--- src/hw/rtl/sdi_pkg.sv ---
// Package: phase encoding, command codes and card-type flags for the SD SPI initializer.
package sdi_pkg;

    typedef enum logic [3:0] {
        PH_IDLE      = 4'd0,
        PH_WAKE      = 4'd1,
        PH_DESEL     = 4'd2,
        PH_SELDUMMY  = 4'd3,
        PH_WAITRDY   = 4'd4,
        PH_TMO_DESEL = 4'd5,
        PH_PACKET    = 4'd6,
        PH_POLL      = 4'd7,
        PH_OCR       = 4'd8,
        PH_PAUSE     = 4'd9,
        PH_FINAL     = 4'd10
    } phase_t;

    localparam logic [1:0] OP_START = 2'd0;
    localparam logic [1:0] OP_XFER  = 2'd1;
    localparam logic [1:0] OP_TICK  = 2'd2;

    localparam logic [5:0] CMD0  = 6'd0;
    localparam logic [5:0] CMD1  = 6'd1;
    localparam logic [5:0] CMD8  = 6'd8;
    localparam logic [5:0] CMD16 = 6'd16;
    localparam logic [5:0] CMD41 = 6'd41;
    localparam logic [5:0] CMD55 = 6'd55;
    localparam logic [5:0] CMD58 = 6'd58;

    localparam logic [3:0] TYPE_MMC   = 4'h1;
    localparam logic [3:0] TYPE_SD1   = 4'h2;
    localparam logic [3:0] TYPE_SD2   = 4'h4;
    localparam logic [3:0] TYPE_BLOCK = 4'h8;

    localparam int unsigned RESPONSE_POLL_BYTES = 10;

    localparam logic [1:0] REG_READY_TMO = 2'd0;
    localparam logic [1:0] REG_INIT_TMO  = 2'd1;
    localparam logic [1:0] REG_IDLE_TRY  = 2'd2;

    localparam logic [15:0] READY_TMO_RST = 16'd500;
    localparam logic [15:0] INIT_TMO_RST  = 16'd1000;
    localparam logic [3:0]  IDLE_TRY_RST  = 4'd5;

    // Result item handed from the sequencer to the output stage.
    typedef struct packed {
        logic       valid;
        logic [7:0] tx_byte;
        logic       select_low;
        logic       finished;
        logic [3:0] card_type;
    } sdi_res_t;

endpackage

--- src/hw/rtl/sdi_seq.sv ---
// Sequencer: one state update per accepted transaction, result registered downstream.
module sdi_seq
    import sdi_pkg::*;
#(
    parameter int unsigned POLL_BYTES = RESPONSE_POLL_BYTES
) (
    input  logic        aclk,
    input  logic        aresetn,
    input  logic        step,
    input  logic [1:0]  op,
    input  logic [7:0]  rx,
    input  logic [15:0] ready_tmo,
    input  logic [15:0] init_tmo,
    input  logic [3:0]  idle_tries,
    output sdi_res_t    res
);

    phase_t      phase_reg, phase_next;
    logic [5:0]  cmd_reg, cmd_next;
    logic [31:0] arg_reg, arg_next;
    logic [3:0]  fidx_reg, fidx_next;
    logic [3:0]  poll_reg, poll_next;
    logic [3:0]  try_reg, try_next;
    logic [31:0] ocr_reg, ocr_next;
    logic [3:0]  type_reg, type_next;
    logic [15:0] itmr_reg, itmr_next;
    logic [15:0] rtmr_reg, rtmr_next;
    logic        app_reg, app_next;

    logic [5:0]  wcmd;
    logic [31:0] warg;
    logic [3:0]  pk_idx;
    logic [7:0]  pk_byte;
    logic        time_left;

    assign wcmd      = app_reg ? CMD55 : cmd_reg;
    assign warg      = app_reg ? 32'd0 : arg_reg;
    assign time_left = itmr_reg < init_tmo;

    always_comb begin
        unique case (pk_idx)
            4'd0:    pk_byte = {2'b01, wcmd};
            4'd1:    pk_byte = warg[31:24];
            4'd2:    pk_byte = warg[23:16];
            4'd3:    pk_byte = warg[15:8];
            4'd4:    pk_byte = warg[7:0];
            default: pk_byte = (wcmd == CMD0) ? 8'h95 : (wcmd == CMD8) ? 8'h87 : 8'h01;
        endcase
    end

    always_comb begin
        logic [7:0] r;
        logic       done;
        logic [31:0] ocr_sh;
        phase_next = phase_reg; cmd_next = cmd_reg; arg_next = arg_reg;
        fidx_next = fidx_reg; poll_next = poll_reg; try_next = try_reg;
        ocr_next = ocr_reg; type_next = type_reg; itmr_next = itmr_reg;
        rtmr_next = rtmr_reg; app_next = app_reg;
        res = '0;
        pk_idx = 4'd0;
        r = 8'hFF;
        done = 1'b0;
        ocr_sh = {ocr_reg[23:0], rx};

        if (step) begin
            unique case (op)
                OP_START: begin
                    phase_next = PH_WAKE; fidx_next = '0; poll_next = '0; try_next = '0;
                    ocr_next = '0; type_next = '0; cmd_next = CMD0; arg_next = '0;
                    itmr_next = '0; rtmr_next = '0; app_next = 1'b0;
                    res = '{valid: 1'b1, tx_byte: 8'hFF, default: '0};
                end
                OP_TICK: begin
                    if (phase_reg != PH_IDLE) begin
                        if (itmr_reg != 16'hFFFF) itmr_next = itmr_reg + 16'd1;
                        if (rtmr_reg != 16'hFFFF) rtmr_next = rtmr_reg + 16'd1;
                        if (phase_reg == PH_PAUSE) begin
                            if (try_reg >= idle_tries) begin
                                type_next = '0; phase_next = PH_FINAL;
                                res = '{valid: 1'b1, tx_byte: 8'hFF, default: '0};
                            end else begin
                                cmd_next = CMD0; arg_next = '0; app_next = 1'b0;
                                phase_next = PH_DESEL;
                                res = '{valid: 1'b1, tx_byte: 8'hFF, default: '0};
                            end
                        end
                    end
                end
                OP_XFER: begin
                    unique case (phase_reg)
                        PH_WAKE: begin
                            fidx_next = fidx_reg + 4'd1;
                            if (fidx_reg + 4'd1 < 4'd10) begin
                                res = '{valid: 1'b1, tx_byte: 8'hFF, default: '0};
                            end else begin
                                try_next = '0;
                                res = '{valid: 1'b1, tx_byte: 8'hFF, default: '0};
                                if (idle_tries == 4'd0) begin
                                    type_next = '0; phase_next = PH_FINAL;
                                end else begin
                                    cmd_next = CMD0; arg_next = '0; app_next = 1'b0;
                                    phase_next = PH_DESEL;
                                end
                            end
                        end
                        PH_DESEL: begin
                            phase_next = PH_SELDUMMY;
                            res = '{valid: 1'b1, tx_byte: 8'hFF, select_low: 1'b1, default: '0};
                        end
                        PH_SELDUMMY: begin
                            phase_next = PH_WAITRDY; rtmr_next = '0;
                            res = '{valid: 1'b1, tx_byte: 8'hFF, select_low: 1'b1, default: '0};
                        end
                        PH_WAITRDY: begin
                            if (rx == 8'hFF) begin
                                phase_next = PH_PACKET; fidx_next = '0; pk_idx = 4'd0;
                                res = '{valid: 1'b1, tx_byte: pk_byte, select_low: 1'b1,
                                        default: '0};
                            end else if (rtmr_reg < ready_tmo) begin
                                res = '{valid: 1'b1, tx_byte: 8'hFF, select_low: 1'b1,
                                        default: '0};
                            end else begin
                                phase_next = PH_TMO_DESEL;
                                res = '{valid: 1'b1, tx_byte: 8'hFF, default: '0};
                            end
                        end
                        PH_TMO_DESEL: begin
                            done = 1'b1; r = 8'hFF;
                        end
                        PH_PACKET: begin
                            fidx_next = fidx_reg + 4'd1;
                            if (fidx_reg + 4'd1 <= 4'd5) begin
                                pk_idx = fidx_reg + 4'd1;
                                res = '{valid: 1'b1, tx_byte: pk_byte, select_low: 1'b1,
                                        default: '0};
                            end else begin
                                phase_next = PH_POLL; poll_next = POLL_BYTES[3:0];
                                res = '{valid: 1'b1, tx_byte: 8'hFF, select_low: 1'b1,
                                        default: '0};
                            end
                        end
                        PH_POLL: begin
                            if (rx[7] && poll_reg > 4'd1) begin
                                poll_next = poll_reg - 4'd1;
                                res = '{valid: 1'b1, tx_byte: 8'hFF, select_low: 1'b1,
                                        default: '0};
                            end else begin
                                done = 1'b1; r = rx;
                            end
                        end
                        PH_OCR: begin
                            ocr_next = ocr_sh;
                            fidx_next = fidx_reg + 4'd1;
                            if (fidx_reg + 4'd1 < 4'd4) begin
                                res = '{valid: 1'b1, tx_byte: 8'hFF, select_low: 1'b1,
                                        default: '0};
                            end else if (cmd_reg == CMD8) begin
                                res = '{valid: 1'b1, tx_byte: 8'hFF, default: '0};
                                if (ocr_sh[15:0] == 16'h01AA && time_left) begin
                                    cmd_next = CMD41; arg_next = 32'h4000_0000;
                                    app_next = 1'b1; phase_next = PH_DESEL;
                                end else begin
                                    type_next = '0; phase_next = PH_FINAL;
                                end
                            end else begin
                                type_next = ocr_sh[30] ? (TYPE_SD2 | TYPE_BLOCK) : TYPE_SD2;
                                phase_next = PH_FINAL;
                                res = '{valid: 1'b1, tx_byte: 8'hFF, default: '0};
                            end
                        end
                        PH_FINAL: begin
                            phase_next = PH_IDLE;
                            res = '{valid: 1'b1, finished: 1'b1, card_type: type_reg,
                                    default: '0};
                        end
                        default: ;
                    endcase
                end
                default: ;
            endcase
        end

        // Command completion: decide the next command from the answer.
        if (done) begin
            logic       go;      // start a new command
            logic       fail;
            logic       fin;
            logic       ocr;
            logic       resend;
            logic [5:0] ncmd;
            logic [31:0] narg;
            go = 1'b0; fail = 1'b0; fin = 1'b0; ocr = 1'b0; resend = 1'b0;
            ncmd = CMD0; narg = '0;
            if (app_reg && r <= 8'd1) begin
                resend = 1'b1;
            end else begin
                unique case (cmd_reg)
                    CMD0: begin
                        if (r == 8'd1) begin
                            itmr_next = '0; go = 1'b1; ncmd = CMD8; narg = 32'h1AA;
                        end else begin
                            if (try_reg < 4'd15) try_next = try_reg + 4'd1;
                            if (r != 8'hFF) phase_next = PH_PAUSE;
                            else if (((try_reg < 4'd15) ? try_reg + 4'd1 : try_reg)
                                     >= idle_tries) fail = 1'b1;
                            else go = 1'b1;
                        end
                    end
                    CMD8: begin
                        if (r == 8'd1) ocr = 1'b1;
                        else begin go = 1'b1; ncmd = CMD41; end
                    end
                    CMD41, CMD1: begin
                        if (cmd_reg == CMD41 && arg_reg[30]) begin
                            if (!time_left) fail = 1'b1;
                            else if (r != 8'd0) begin
                                go = 1'b1; ncmd = CMD41; narg = 32'h4000_0000;
                            end else begin go = 1'b1; ncmd = CMD58; end
                        end else if (cmd_reg == CMD41 && type_reg == 4'd0) begin
                            type_next = (r <= 8'd1) ? TYPE_SD1 : TYPE_MMC;
                            if (!time_left) fail = 1'b1;
                            else begin
                                go = 1'b1; ncmd = (r <= 8'd1) ? CMD41 : CMD1;
                            end
                        end else begin
                            if (!time_left) fail = 1'b1;
                            else if (r != 8'd0) begin
                                go = 1'b1; ncmd = (type_reg == TYPE_SD1) ? CMD41 : CMD1;
                            end else begin go = 1'b1; ncmd = CMD16; narg = 32'd512; end
                        end
                    end
                    CMD16: begin
                        if (r != 8'd0) fail = 1'b1; else fin = 1'b1;
                    end
                    CMD58: begin
                        if (r == 8'd0) ocr = 1'b1; else fail = 1'b1;
                    end
                    default: fail = 1'b1;
                endcase
            end
            app_next = 1'b0;
            if (resend) begin
                phase_next = PH_DESEL;
                res = '{valid: 1'b1, tx_byte: 8'hFF, default: '0};
            end else if (go) begin
                cmd_next = ncmd; arg_next = narg; app_next = (ncmd == CMD41);
                phase_next = PH_DESEL;
                res = '{valid: 1'b1, tx_byte: 8'hFF, default: '0};
            end else if (fail || fin) begin
                if (fail) type_next = '0;
                phase_next = PH_FINAL;
                res = '{valid: 1'b1, tx_byte: 8'hFF, default: '0};
            end else if (ocr) begin
                phase_next = PH_OCR; fidx_next = '0; ocr_next = '0;
                res = '{valid: 1'b1, tx_byte: 8'hFF, select_low: 1'b1, default: '0};
            end
        end
    end

    always_ff @(posedge aclk) begin
        if (!aresetn) begin
            phase_reg <= PH_IDLE; cmd_reg <= '0; arg_reg <= '0; fidx_reg <= '0;
            poll_reg <= '0; try_reg <= '0; ocr_reg <= '0; type_reg <= '0;
            itmr_reg <= '0; rtmr_reg <= '0; app_reg <= 1'b0;
        end else begin
            phase_reg <= phase_next; cmd_reg <= cmd_next; arg_reg <= arg_next;
            fidx_reg <= fidx_next; poll_reg <= poll_next; try_reg <= try_next;
            ocr_reg <= ocr_next; type_reg <= type_next; itmr_reg <= itmr_next;
            rtmr_reg <= rtmr_next; app_reg <= app_next;
        end
    end

    // Timers only move on an accepted transaction.
    a_itmr: assert property (@(posedge aclk) disable iff (!aresetn)
        !step |=> itmr_reg == $past(itmr_reg))
        else $error("init timer moved without transaction");
    a_poll: assert property (@(posedge aclk) disable iff (!aresetn)
        phase_reg == PH_POLL |-> poll_reg != '0)
        else $error("poll count empty while polling");
    a_idle: assert property (@(posedge aclk) disable iff (!aresetn)
        phase_reg == PH_IDLE && step && op != OP_START |-> !res.valid)
        else $error("result while idle");

endmodule

--- src/hw/rtl/sd_spi_card_init.sv ---
// Top level: SD card SPI-mode initializer with APB registers and registered result.
// One input transaction (start, byte exchange done, or 1 ms tick) is taken per clock while
// s_ready is high; the state update is a single combinational step into the state
// registers, and the result (next byte with chip-select level, or the final card-type
// report) lands in a one-entry output register. Input ready is high whenever that register
// is empty or being drained, so throughput is one transaction per cycle unless the output
// stalls. Card type flags: 1 MMC, 2 SDv1, 4 SDv2, 8 block addressing; 0 means failure.
// Registers at 0x0 ready_timeout_ms, 0x4 init_timeout_ms, 0x8 idle_tries.
module sd_spi_card_init
    import sdi_pkg::*;
#(
    parameter int unsigned POLL_BYTES = RESPONSE_POLL_BYTES
) (
    input  logic        aclk,
    input  logic        aresetn,
    input  logic        s_valid,
    output logic        s_ready,
    input  logic [1:0]  s_operation,
    input  logic [7:0]  s_rx_byte,
    output logic        m_valid,
    input  logic        m_ready,
    output logic [7:0]  m_tx_byte,
    output logic        m_select_low,
    output logic        m_finished,
    output logic [3:0]  m_card_type,
    output logic        m_ready_res,
    output logic        m_fast_clock,
    input  logic        psel,
    input  logic        penable,
    input  logic        pwrite,
    input  logic [3:0]  paddr,
    input  logic [31:0] pwdata,
    output logic [31:0] prdata,
    output logic        pready
);

    logic [15:0] rdy_tmo_reg, ini_tmo_reg;
    logic [3:0]  tries_reg;
    logic        step;
    sdi_res_t    res;
    sdi_res_t    out_reg;

    assign pready = 1'b1;
    always_ff @(posedge aclk) begin
        if (!aresetn) begin
            rdy_tmo_reg <= READY_TMO_RST; ini_tmo_reg <= INIT_TMO_RST;
            tries_reg <= IDLE_TRY_RST;
        end else if (psel && penable && pwrite) begin
            if (paddr[3:2] == REG_READY_TMO) rdy_tmo_reg <= pwdata[15:0];
            if (paddr[3:2] == REG_INIT_TMO)  ini_tmo_reg <= pwdata[15:0];
            if (paddr[3:2] == REG_IDLE_TRY)  tries_reg   <= pwdata[3:0];
        end
    end
    always_comb begin
        unique case (paddr[3:2])
            REG_READY_TMO: prdata = {16'd0, rdy_tmo_reg};
            REG_INIT_TMO:  prdata = {16'd0, ini_tmo_reg};
            REG_IDLE_TRY:  prdata = {28'd0, tries_reg};
            default:       prdata = '0;
        endcase
    end

    assign s_ready = !out_reg.valid || m_ready;
    assign step    = s_valid && s_ready;

    sdi_seq #(.POLL_BYTES(POLL_BYTES)) u_seq (
        .aclk, .aresetn, .step, .op(s_operation), .rx(s_rx_byte),
        .ready_tmo(rdy_tmo_reg), .init_tmo(ini_tmo_reg), .idle_tries(tries_reg), .res
    );

    always_ff @(posedge aclk) begin
        if (!aresetn) out_reg.valid <= 1'b0;
        else if (s_ready) out_reg.valid <= res.valid;
        if (s_ready) begin
            out_reg.tx_byte <= res.tx_byte; out_reg.select_low <= res.select_low;
            out_reg.finished <= res.finished; out_reg.card_type <= res.card_type;
        end
    end

    assign m_valid      = out_reg.valid;
    assign m_tx_byte    = out_reg.tx_byte;
    assign m_select_low = out_reg.select_low;
    assign m_finished   = out_reg.finished;
    assign m_card_type  = out_reg.card_type;
    assign m_ready_res  = out_reg.finished && (out_reg.card_type != 4'd0);
    assign m_fast_clock = m_ready_res;

    a_hold: assert property (@(posedge aclk) disable iff (!aresetn)
        m_valid && !m_ready |=> m_valid && $stable(m_tx_byte))
        else $error("result dropped while stalled");
    a_fin: assert property (@(posedge aclk) disable iff (!aresetn)
        m_valid && m_finished |-> !m_select_low && m_tx_byte == 8'd0)
        else $error("final result carries a byte");
    a_sel: assert property (@(posedge aclk) disable iff (!aresetn)
        m_valid && !m_finished |-> m_card_type == 4'd0)
        else $error("byte result carries card type");

endmodule

--- config.mk ---
export PLATFORM = sky130hd
export DESIGN_NAME = sd_spi_card_init
export DESIGN_NICKNAME = d
export VERILOG_FILES = /design/src/hw/rtl/sdi_pkg.sv /design/src/hw/rtl/sdi_seq.sv /design/src/hw/rtl/sd_spi_card_init.sv
export SDC_FILE = /design/constraint.sdc
export NUM_CORES = 1
export LEC_CHECK = 0
export ABC_CLOCK_PERIOD_IN_PS = 4000
export BUFFER_PORTS_ARGS = -buffer_cell sky130_fd_sc_hd__buf_4
export CAP_MARGIN = 20
export CORE_MARGIN = 3
export CORE_UTILIZATION = 54
export DETAILED_ROUTE_END_ITERATION = 16
export GPL_ROUTABILITY_DRIVEN = 0
export MAX_ROUTING_LAYER = met4
export PLACE_DENSITY = 0.75
export SLEW_MARGIN = 20
export SYNTH_ARGS = -nofsm -noshare
export SYNTH_HDL_FRONTEND = slang
export SYNTH_HIERARCHICAL = 1
export SYNTH_SLANG_ARGS = --single-unit
export TNS_END_PERCENT = 5
--- constraint.sdc ---
create_clock -name aclk -period 4 [get_ports aclk]
set_clock_uncertainty 0.1 [all_clocks]
set_input_delay 0.4 -clock aclk [delete_from_list [all_inputs] [get_ports aclk]]
set_output_delay 0.4 -clock aclk [all_outputs]
set_load 0.01 [all_outputs]
Word-level counts from Yosys, hierarchy flattened:

Index checks and enable logic that the tools add are counted.

* flip-flop bits (word level): 174
* latch bits: 0
* memory bits (writable): 0
* memory bits (read-only): 0
* input port bits: 53
* output and inout bits: 51
* logic and storage cells: 331
* memories: 0

* add/subtract/negate cells: 5
* multiply operators: 0
* div/mod/pow operators: 0
* magnitude comparators: 10
* equality and inequality tests: 47
* shift-type cells: 0
* mux-type cells: 214
* bitwise operators: 0
* reduce and logical (&&, ||, !) cells: 36

Operator list (count)
* 2-to-1 mux 32 bit: 25
* 2-to-1 mux 4 bit: 63
* one-hot mux 32 bit (2 select lines): 3
* 2-to-1 mux 16 bit: 10
* 2-to-1 mux 6 bit: 26
* 2-to-1 mux 15 bit: 10
* one-hot mux 15 bit (7 select lines): 1
* one-hot mux 16 bit (3 select lines): 2
* one-hot mux 32 bit (3 select lines): 1
* 2-to-1 mux 8 bit: 6
* one-hot mux 4 bit (2 select lines): 6
* one-hot mux 15 bit (3 select lines): 1
* 2-to-1 mux 1 bit: 40
* one-hot mux 8 bit (5 select lines): 1
* one-hot mux 6 bit (3 select lines): 2
* adder 16 x 1 -> 16 bit (second input constant): 2
* < comparator 16 bit: 2
* != test 16 bit (second input constant): 2
* one-hot mux 16 bit (2 select lines): 1
* 2-to-1 mux 31 bit: 1
* one-hot mux 4 bit (7 select lines): 1
* one-hot mux 4 bit (3 select lines): 2
* == test 4 x 2 -> 1 bit (second input constant): 5
* == test 4 x 3 -> 1 bit (second input constant): 5
* 52 further kinds: 94

Logic depth before layout (Yosys ltp):

* depth in word-level cells: 18
* depth in mapped cells: 13
* mapped depth without buffers: 12

Cells and area by module:

Netlist, hierarchy kept.

Modules (own cells, without submodules)
* sdi_seq: times used 1, cells an instance 935, area each 7160.6 um2, sequential area each 2021.9 um2
* sd_spi_card_init: times used 1, cells an instance 227, area each 2308.5 um2, sequential area each 1161.1 um2

Worst setup path after synthesis:

No wires, ideal clock.

* path type: input-to-reg
* start: in m_ready
* end: reg out_reg, in the netlist m_tx_byte[3] (data pin)
* library setup time: 0.273 ns
* arrival time: 2.830 ns
* required time: 3.627 ns
* setup slack: 0.797 ns
* cell stages on the path: 10
* path through: nand2b_1 and2_1 and2_1 and4_1 buf_4 a21oi_2 or4_4 o31a_4 nor2_8 o311ai_1

RTL lines
* start, declared: RTL line sd_spi_card_init.sv:21 `input logic m_ready,`
* end, declared: RTL line sd_spi_card_init.sv:41 `sdi_res_t out_reg;`

Worst setup path after layout:

* start: reg u_seq.try_reg[0]
* end: reg u_seq.arg_reg[9]

* cells in the longest elaborated chain, start to end: 12

Ends and longest elaborated chain
* start, declared: RTL line sdi_seq.sv:23 `logic [3:0] try_reg, try_next;`
* start signal, assigned: RTL line sdi_seq.sv:267 `fidx_reg <= fidx_next; poll_reg <= poll_next; try_reg <= try_next;`
* adder 4 x 1 -> 4 bit / < comparator 4 bit (equally long branches): RTL line sdi_seq.sv:204 `else if (((try_reg < 4'd15) ? try_reg + 4'd1 : try_reg)`
* 2-to-1 mux 4 bit: RTL line sdi_seq.sv:204
* greater-or-equal comparator 4 bit: RTL line sdi_seq.sv:205 `>= idle_tries) fail = 1'b1;`
* 2-to-1 mux 1 bit: RTL line sdi_seq.sv:204
* 2-to-1 mux 1 bit: RTL line sdi_seq.sv:203 `if (r != 8'hFF) phase_next = PH_PAUSE;`
* 2-to-1 mux 1 bit: RTL line sdi_seq.sv:199 `if (r == 8'd1) begin`
* one-hot mux 1 bit (3 select lines): RTL line sdi_seq.sv:197 `unique case (cmd_reg)`
* 2-to-1 mux 1 bit: RTL line sdi_seq.sv:194 `if (app_reg && r <= 8'd1) begin`
* 2-to-1 mux 1 bit: RTL line sdi_seq.sv:184 `if (done) begin`
* 2-to-1 mux 32 bit: RTL line sdi_seq.sv:245 `end else if (go) begin`
* 2-to-1 mux 32 bit: RTL line sdi_seq.sv:242 `if (resend) begin`
* 2-to-1 mux 32 bit (*): RTL line sdi_seq.sv:184
* end signal, assigned: RTL line sdi_seq.sv:266 `phase_reg <= phase_next; cmd_reg <= cmd_next; arg_reg <= arg_next;`
* end, declared: RTL line sdi_seq.sv:20 `logic [31:0] arg_reg, arg_next;`

Every way passes the cells marked *; elsewhere a longest branch is shown, timed or not. The select of a mux whose other input is x is not followed.
A chain may end at the register's enable or synchronous reset.

==> summary.txt <==
Power
  – Worst VDD drop: about 0.29 mV
  – Clk pwr share: a little under half
  – Cell leakage power: approximately 4.4 nW
  – Gate power share: under 10%
  – Sw frac: 26.5%
  – Sequential Power Share: between 40% and 50%
  – Internal power: ~0.0025 W
  – Pwr dens: ~320 mW/mm^2
  – NetSw: between 0.0009 and 0.001 W
  – Power consumption: approximately 0.0035 W

Layout
  – ANT cells: 0
  – # nets final: roughly 1300
  – Commonest non-fill, non-tap cells in the layout: dfxtp_1, nor2_1, nand2_1
  – Largest register FFs: 32
  – Fill cells: 1486
  – Most common cell after layout, fill and taps aside: dfxtp_1
  – Share of cells above drive strength 1: 12.6%
  – Final non-filler cell total: 1446
  – P&R area growth vs syn: 12.5%

Clock network
  – Inserted Clock Buffers: 17
  – Hold_buf cts: 0
  – CTS root buffer: clkbuf_16
  – Post_cts resized: 0
  – Clock Latency Late Sink: about 0.44 ns
  – Clock transition at the registers of the reported paths: 0.07 ns
  – CTS Buffer Depth: 2
  – H-tree depth: 4
  – Post-CTS setup buffers: 0
  – CTS tree: built
  – Clk sinks: roughly 150

Global route
  – Grt ovf: 0
  – Initial antenna violation count: 0
  – Largest net degree at the start of global routing: 55
  – All-Layer GR Usage: about a quarter
  – First-pass GRT wire length: just over 40000 um
  – Number of global-route vias before repair: approximately 8000

Timing
  – RSZ-0062 raised after global routing: false
  – Fmax: about 0.3 GHz
  – Setup violators final: 0
  – Crit share post-route: between 80% and 90%
  – Final Hold Viols: 0
  – Final min period: roughly 3.3 ns
  – TNS Setup: 0 ns
  – Tightest Pin Transition: between 0.9 and 1 ns
  – Fin. max-slew vios: 0
  – Hold slack final: between 0.1 and 0.15 ns
  – Max_slew headroom: around 40%

Floorplanning
  – Die Ht: 138 um
  – Die area: 0.0192 sq mm
  – Die width: ~140 um
  – Num rows: between 40 and 50
  – Core area: ~0.017 sq mm
  – # IOs: around 100
  – Initial Utilization: between 50% and 60%

Min path
  – Hold depth: 3
  – Hold path startpoint: pwdata[0]
  – Hold EP: tries_reg[0]$_SDFFE_PN1P_
  – Hold Path Class: primary input to flop

Yosys
  – Mapped Area: between 0.009 and 0.01 sq mm
  – EDFF count, synth: 14
  – Post-synthesis cell type count: approximately 90
  – Syn Area/Cell: 8.15 sq um
  – Synth Register Bits: 152
  – Yosys top cell area share: 29.2%
  – Synth async-reset ratio: 0%
  – Synth warn: 6
  – Cell taking the most area after synthesis: dfxtp_1
  – Post-Syn Instances: 1162
  – Seq/Total Area, Yosys: approximately a third
  – Top_reg_cell synth: dfxtp_1
  – Largest cells by area after synthesis: dfxtp_1, ha_1, mux2i_1

Route
  – Vias/cell: about 6.1
  – Total routed wirelength: 25000 um
  – DR vias: roughly 8800
  – Initial DRC count: 973
  – DR DRC count: 0
  – Wire per inst: 17.3 um
  – First-pass detailed-route iteration total: 6
  – Post-DRT Antenna Nets: 0

Worst setup path
  – Crit start category: flop
  – Worst EP arrival: 3.47 ns
  – CP endpoint kind: flop
  – WP data required: 4.22 ns
  – Reg2Reg Setup Slack: 0.75 ns
  – Reg2reg end: u_seq/arg_reg[9]$_SDFF_PN0_
  – Critical-path maximum fanout: 31
  – Worst r2r src: u_seq/try_reg[0]$_SDFF_PN0_
  – Reg2Reg Depth: 11
  – Worst Setup Path Type: flop to flop

Flow run
  – Max-Cap Viols: 0

Place
  – Port bufs: between 60 and 70
  – Placed insts: 1414
  – DP Wirelength: between 15000 and 20000 um

Status
  – Status: completed
-- metal layers --
metal / part of all wire, % / global-route usage [%]
met5: 0 / -
met4: 1.7 / 6.08
met3: 8.4 / 6.42
met1: 46 / 36.6
met2: 44 / 38.3
-- power groups by stage --
stage | combinational (W) | clock, W | sequential, W
finish | 0.000293 | 0.00160 | 0.00157
floorplan | 0.000193 | 0 | 0.00160
detailed placement | 0.000285 | 0 | 0.00160
CTS | 0.000286 | 0.00162 | 0.00157
global route | 0.000318 | 0.00169 | 0.00157
global placement | 0.000282 | 0 | 0.00160
-- worst max path at each step --
stage          cells past startpoint                           to  slack [ns]                         from
2_1_floorplan                     10       m_tx_byte[3]$_DFFE_PP_        0.80                      m_ready
3_3_place_gp                      13  u_seq/arg_reg[9]$_SDFF_PN0_        0.81                      m_ready
3_5_place_dp                      11  u_seq/arg_reg[9]$_SDFF_PN0_        0.77  u_seq/try_reg[0]$_SDFF_PN0_
4_1_cts                           11  u_seq/arg_reg[9]$_SDFF_PN0_        0.76  u_seq/try_reg[0]$_SDFF_PN0_
5_1_grt                           11  u_seq/arg_reg[9]$_SDFF_PN0_        0.53  u_seq/try_reg[0]$_SDFF_PN0_
6_report                          11  u_seq/arg_reg[9]$_SDFF_PN0_        0.75  u_seq/try_reg[0]$_SDFF_PN0_
-- critical path, cell delays in order, from the launching register on --
cell,delay (ns)
dfxtp_1,0.41
ha_1,0.29
nand3_1,0.21
mux2_2,0.32
ha_1,0.26
o21ai_0,0.09
a21oi_1,0.17
o311a_1,0.43
o22ai_2,0.33
nor2b_1,0.08
buf_4,0.22
a32o_1,0.22
-- cell type report --
type / count / area [sq um] / area share (%)
Sequential cell: 152 / 3180 / 29.9
Timing Repair Buffer: 89 / 668 / 6.27
Inverter: 63 / 236 / 2.22
Clock inverter: 15 / 158 / 1.48
Tap cell: 220 / 275 / 2.58
Clock buffer: 17 / 425 / 3.99
Multi-Input combinational cell: 890 / 5700 / 53.6
-- synth_stat cells (13+ instances only) --
cell type,count
edfxtp_1,14
nor4_1,13
nor2b_1,14
nand3_1,45
nand4_1,15
inv_1,60
o21ai_0,46
a21oi_1,61
nand2_1,110
nor2_1,122
nand2b_1,15
and3_1,19
clkbuf_1,30
nor3_1,26
buf_4,22
dfxtp_1,138
mux2i_1,55
ha_1,49
and2_1,39
a31oi_1,29
a22oi_1,15
-- per-stage QoR --
step	utilization, %	setup WS, ns	area (sq um)
2_1_floorplan	-	0.797	9530
3_3_place_gp	59.6	0.815	10100
3_5_place_dp	59.6	0.767	10100
4_1_cts	63.1	0.756	10600
5_1_grt	63.1	0.528	10700
6_report	63.1	0.748	10700
-- cells by family (layout without fill, tap and decap cells) --
group | Yosys count | after routing | synth area share [%]
xor gates and xnor gates | 19 | 19 | 1.76
muxes | 63 | 63 | 6.77
DFF | 152 | 152 | 33.6
buffers and inverters | 135 | 184 | 6.83
other | 2 | 17 | 0.0793
and+or+nand+nor | 471 | 471 | 25.2
adders and majority gates | 49 | 49 | 6.47
AOI/OAI and AO/OA | 271 | 271 | 19.3
Note: power is estimated with default switching activity, not from simulation.
